**config.mk**
```make
export PLATFORM = sky130hd
export DESIGN_NAME = ffra_cell
export DESIGN_NICKNAME = d
export VERILOG_FILES = /design/src/design/ffra_pkg.sv /design/src/design/ffra_cell.sv
export SDC_FILE = /design/constraint.sdc
export NUM_CORES = 1
export LEC_CHECK = 0
export ABC_CLOCK_PERIOD_IN_PS = 8400
export BUFFER_PORTS_ARGS = -buffer_cell sky130_fd_sc_hd__buf_2
export CORE_AREA = 4 4 190 192
export DETAILED_ROUTE_END_ITERATION = 10
export DIE_AREA = 0 0 194 196
export GPL_TIMING_DRIVEN = 0
export PLACE_DENSITY_LB_ADDON = 0.1
export SYNTH_ARGS = -nofsm -noshare
export SYNTH_HDL_FRONTEND = slang
export SYNTH_SLANG_ARGS = --single-unit
export TNS_END_PERCENT = 1
```
**constraint.sdc**
```tcl
create_clock -name clk -period 8.4 [get_ports clk]
set_input_delay 0.42 -clock clk [delete_from_list [all_inputs] [get_ports clk]]
set_output_delay 0.42 -clock clk [all_outputs]
set_load 0.03 [all_outputs]
```
**src/design/ffra_pkg.sv**
```systemverilog
// Package for the first-fit region allocator.
// Holds field widths, operation/status codes, payload structs and cell control types.
// No dependencies.
`timescale 1ns / 1ps

package ffra_pkg;

  // Field widths fixed by the transaction format
  localparam int ADDR_W    = 48;
  localparam int HELD_W    = 7;
  localparam int OP_W      = 2;
  localparam int STAT_W    = 2;
  localparam int CFG_IDX_W = 1;

  // Highest address a freed region may reach (exclusive end saturates here)
  localparam logic [ADDR_W-1:0] ADDR_LIMIT = 48'h8000_0000_0000;

  // Operation codes
  localparam logic [OP_W-1:0] OP_ALLOC = 2'd0;
  localparam logic [OP_W-1:0] OP_FREE  = 2'd1;
  localparam logic [OP_W-1:0] OP_INIT  = 2'd2;

  // Status codes
  localparam logic [STAT_W-1:0] STAT_OK         = 2'd0;
  localparam logic [STAT_W-1:0] STAT_NO_FIT     = 2'd1;
  localparam logic [STAT_W-1:0] STAT_TABLE_FULL = 2'd2;

  // Configuration register indexes
  localparam logic [CFG_IDX_W-1:0] CFG_INITIAL_BASE  = 1'd0;
  localparam logic [CFG_IDX_W-1:0] CFG_INITIAL_LIMIT = 1'd1;

  // Request and result payloads
  typedef struct packed {
    logic [OP_W-1:0]   operation;
    logic [ADDR_W-1:0] address;
    logic [ADDR_W-1:0] length;
  } alloc_req_t;

  typedef struct packed {
    logic [ADDR_W-1:0] granted_address;
    logic [STAT_W-1:0] status;
    logic [HELD_W-1:0] regions_held;
  } alloc_rsp_t;

  // Controller states
  typedef enum logic [1:0] {
    S_LOAD,
    S_IDLE,
    S_EVAL,
    S_UPDATE
  } state_t;

  // Command broadcast to every cell
  typedef enum logic [2:0] {
    CMD_HOLD,
    CMD_EVAL_FIT,
    CMD_EVAL_POS,
    CMD_ALLOC,
    CMD_INSERT,
    CMD_LOAD
  } cell_cmd_t;

  typedef struct packed {
    cell_cmd_t         cmd;
    logic [ADDR_W-1:0] length;
    logic [ADDR_W-1:0] new_base;
    logic [ADDR_W-1:0] new_limit;
  } cell_ctl_t;

  // One free region: base and exclusive limit
  typedef struct packed {
    logic [ADDR_W-1:0] base;
    logic [ADDR_W-1:0] limit;
  } region_t;

  // Ripple signals passed from a cell to the next higher one
  typedef struct packed {
    logic found;  // some lower cell already matched
    logic rm;     // a lower (or this) cell is removing its region
  } cell_link_t;

endpackage

```
**src/design/ffra_cell.sv**
```systemverilog
// One cell of the region table: holds a single free region and its search flag.
// Shifts with its neighbors on insert and remove. Depends on ffra_pkg.
`timescale 1ns / 1ps

module ffra_cell #(
  parameter int IDX   = 0,
  parameter int CNT_W = 7
) (
  input  logic                 clk,
  input  ffra_pkg::cell_ctl_t  ctl,
  input  logic [CNT_W-1:0]     count,
  input  ffra_pkg::region_t    lower,
  input  ffra_pkg::region_t    upper,
  input  ffra_pkg::cell_link_t link_in,
  output ffra_pkg::cell_link_t link_out,
  output ffra_pkg::region_t    rgn,
  output logic [ffra_pkg::ADDR_W-1:0] grant
);

  logic [ffra_pkg::ADDR_W-1:0] base_r, base_nxt;
  logic [ffra_pkg::ADDR_W-1:0] limit_r, limit_nxt;
  logic [ffra_pkg::ADDR_W-1:0] sum_r;
  logic                        flag_r;
  logic                        empty_r;

  logic                        occ;
  logic [ffra_pkg::ADDR_W:0]   sum_full;
  logic                        fit;
  logic                        ge;
  logic                        first;

  assign occ = count > CNT_W'(IDX);

  // Fit test: base + length <= limit, or zero length fits anything held
  assign sum_full = {1'b0, base_r} + {1'b0, ctl.length};
  assign fit = occ && ((sum_full <= {1'b0, limit_r}) || (ctl.length == '0));
  // Insert point: first held region whose base is not below the address, else the tail
  assign ge  = !occ || (base_r >= ctl.new_base);

  // First matching cell along the chain
  assign first          = flag_r && !link_in.found;
  assign link_out.found = link_in.found || flag_r;
  assign link_out.rm    = link_in.rm || (first && empty_r);

  assign grant = first ? base_r : '0;
  assign rgn.base  = base_r;
  assign rgn.limit = limit_r;

  // Next region contents
  always_comb begin
    base_nxt  = base_r;
    limit_nxt = limit_r;
    case (ctl.cmd)
      ffra_pkg::CMD_ALLOC: begin
        if (link_out.rm) begin
          base_nxt  = upper.base;
          limit_nxt = upper.limit;
        end else if (first) begin
          base_nxt = sum_r;
        end
      end
      ffra_pkg::CMD_INSERT: begin
        if (first) begin
          base_nxt  = ctl.new_base;
          limit_nxt = ctl.new_limit;
        end else if (link_in.found) begin
          base_nxt  = lower.base;
          limit_nxt = lower.limit;
        end
      end
      ffra_pkg::CMD_LOAD: begin
        if (IDX == 0) begin
          base_nxt  = ctl.new_base;
          limit_nxt = ctl.new_limit;
        end
      end
      default: ;
    endcase
  end

  always_ff @(posedge clk) begin
    base_r  <= base_nxt;
    limit_r <= limit_nxt;
    if (ctl.cmd == ffra_pkg::CMD_EVAL_FIT) begin
      flag_r  <= fit;
      sum_r   <= sum_full[ffra_pkg::ADDR_W-1:0];
      empty_r <= sum_full[ffra_pkg::ADDR_W-1:0] >= limit_r;
    end else if (ctl.cmd == ffra_pkg::CMD_EVAL_POS) begin
      flag_r <= ge;
    end
  end

endmodule
```
==> results.yml <==
logic_synthesis:
  syn-num-nets: 2047
  synth_edf_count: 146
  synth-main-ff-cell: "edfxtp_1"
  ys_seq_elements: 146
  yosysSeqAreaShare_pct: 33.5
  yosysWarningCount: 0
  synth_mux_area_share_pct: 0.229
  synth_xor_area_share_pct: 2.81
  synth_top_cell_area_share_pct: 33.5
  synthArstFlopShare_pct: 0
  synth_fa_ha_area_share_pct: 13.9
  synth_top_family_by_area: "compound AO/OA/AOI/OAI gates"
  yosys.area_share.simple_pct: 21.8
  synth_compound_area_share_pct: 22.0
  synth_area_um2: 13100
  synth_top_area_cell: "edfxtp_1"
  synth.area.top_cells: "edfxtp_1, ha_1, nand2_1"
  syn_avg_cell_area_um2: 8.43
  synthCells: 1553
  synth.most_common_cell: "nand2_1"
  yosys-top-cells-count: "nand2_1, edfxtp_1, ha_1, inv_1, a31oi_1"
  synth_cell_types: 68
clocking:
  cts_sinks: 146
  clkTransAtPathRegs_ps: 70
  htree_num_levels: 4
  cts_tree: "yes"
  cts_resized: 0
  cts-root-buf: "clkbuf_16"
  clockBufferDepth: 2
  cts_buffers: 17
  post_cts_buffers: 0
  cts_hold_buf: 0
  clk_latency_ps: 440
placement:
  portBuffers: 494
  routabilityCongestion: 0.965
  hpwl_mm: 46.2
routing:
  wl_met3_mm: 3.51
  first_iter_violations: 803
  wl_mm: 54.8
  via_per_inst: 5.38
  vias: 13700
  drc: 0
  first_pass_iters: 5
  routed-wl-met2_mm: 26.2
  wl_per_cell_um: 21.5
  drt-met1-wl_mm: 24.0
  highest_layer: "met5"
  final_antenna_net_count: 0
global_routing:
  grt_pass1_wl_mm: 80.6
  grt_util_all_layers_pct: 27.5
  grt_pass1_vias: 13800
  grt_overflow: 0
  antenna_found_initial: 11
  grt_max_degree: 30
layout:
  layout-drive-gt1-share_pct: 26.8
  fillers: 3480
  layout.nets: 2567
  syn2layout_area_growth_pct: 28.5
pwr:
  vdd.ir_drop.worst_mv: 0.152
  power.density_nw_per_um2: 175
  p_total_w: 0.00295
  p_leak_nw: 7.96
floorplanning:
  die_w_um: 194
  die_h_um: 196
  core_area_um2: 34400
  num_io_pins: 495
  dieArea_um2: 38000
  rows: 68
  initial_utilization_pct: 38.1
timing:
  max_slew_margin_pct: 0.823
  hold_viol_final: 0
  hold_slack_ps: 315
  period_minus_slack_ps: 5770
  rsz0062_at_grt: "false"
  period_share_pct: 68.7
  clock_skew_ps: 9.47
  slew_viol_final: 0
  tightest_slew_ps: 1490
  setup_violations: 0
  clock.fmax_mhz: 173
  tns_ps: 0
worst_setup_path:
  cp-startpoint: "base_r[1]"
  r2r-start: "base_r[1]"
  start_kind: "register"
  endpoint_kind: "register"
  cp.arrival_ps: 5950
  critPathKind: "register to register"
  cp_max_fo: 5
  required_ps: 8580
job:
  maxCapViolCount: 1
min_path:
  min_from: "upper[12]"
  hold_path.class: "primary input to register"
outcome:
  status: "complete, but fails checks"
  violations: "max-capacitance violations"
[path summary, 6_finish.rpt]
path	endpoint	depth (start not counted)	slack [ps]
worst max-delay path	flag_r	18	2630
worst min-delay path	limit_r[12]	3	320
worst max register to register	flag_r	18	2630
worst min register to register	base_r[4]	2	620
[report_power, final]
| group | internal, W | leakage (nW) | switching (W) |
|---|---|---|---|
| combinational | 0.000460 | 6.34 | 0.000785 |
| clock | 0.000411 | 0.261 | 0.000352 |
| sequential | 0.000895 | 1.37 | 0.0000466 |
| total | 0.00177 | 7.96 | 0.00118 |
[flip-flops by register name (all words and copies together), names as in the netlist]
register,count
limit_r,48
flag_r,1
base_r,48
empty_r,1
sum_r,48
[cell usage in the layout, fill, tap and decap left out, types with 6 or more instances in the layout]
cell and count:
buf_2 496, nand2_1 252, edfxtp_1 146, ha_1 144, inv_1 115, a31oi_1 103
nor2_1 95, a21oi_1 91, nor2b_1 64, a21o_1 62, clkbuf_1 61, a211oi_1 53
and2_1 51, o21ai_0 42, xnor2_1 28, nand4_1 27, nand3_1 21, and3_1 17
nor4_1 17, clkbuf_16 17, nand2b_1 15, xor2_1 14, nor3_1 11, o211ai_1 10
diode_2 8, buf_6 8, or2_2 6
[cell type report]
class,instances,area [µm²],area share [%]
antenna,8,20.0,0.119
buffer,74,322,1.91
clock buffer,18,429,2.55
clock inverter,14,130,0.773
inverter,115,432,2.57
multi-input combinational,1218,7970,47.4
sequential,146,4380,26.1
tap,455,569,3.38
timing repair buffer,501,2560,15.2
[worst max-delay path, cell delays in order, from the launching register on]
cell      delay [ps]
edfxtp_1         520
ha_1             330
a21o_1           180
a21oi_1          290
o21ai_0          220
a21oi_1          460
o21ai_1          190
a21oi_1          370
nor4_1           100
nor4_1           960
ha_1             420
and4_1           200
and3_1           170
and3_1           180
nand2_1           70
a21oi_1           80
or4_1            460
o21ai_0          220
nor3_1            90
[stage by stage]
stage	cell area (µm²)	util [%]	setup WS [ps]	cells
6_report	16800	48.9	2630	2549
5_1_grt	16800	48.9	2290	2546
4_1_cts	16800	48.9	2660	2541
3_5_place_dp	16200	47.3	2660	2509
3_3_place_gp	16100	46.9	-870	2502
2_1_floorplan	13100	-	2580	1553
[layer usage]
layer | global-route usage [%] | up-vias
li1 | - | 6718
met1 | 36.0 | 6463
met2 | 46.9 | 478
met3 | 5.74 | 56
met4 | 6.74 | 10
met5 | 0 | -
[cell families (layout without fill, tap and decap cells)]
| kind of cell | Yosys count | in the layout |
|---|---|---|
| AO/OA/AOI/OAI | 432 | 432 |
| XOR/XNOR | 42 | 42 |
| adder cells (fa/ha/maj) | 145 | 145 |
| buffers and inverters | 189 | 722 |
| flip-flops | 146 | 146 |
| multiplexers | 3 | 3 |
| other | 0 | 8 |
| AND/OR/NAND/NOR | 596 | 596 |
Note: power is estimated with default switching activity, not from simulation.
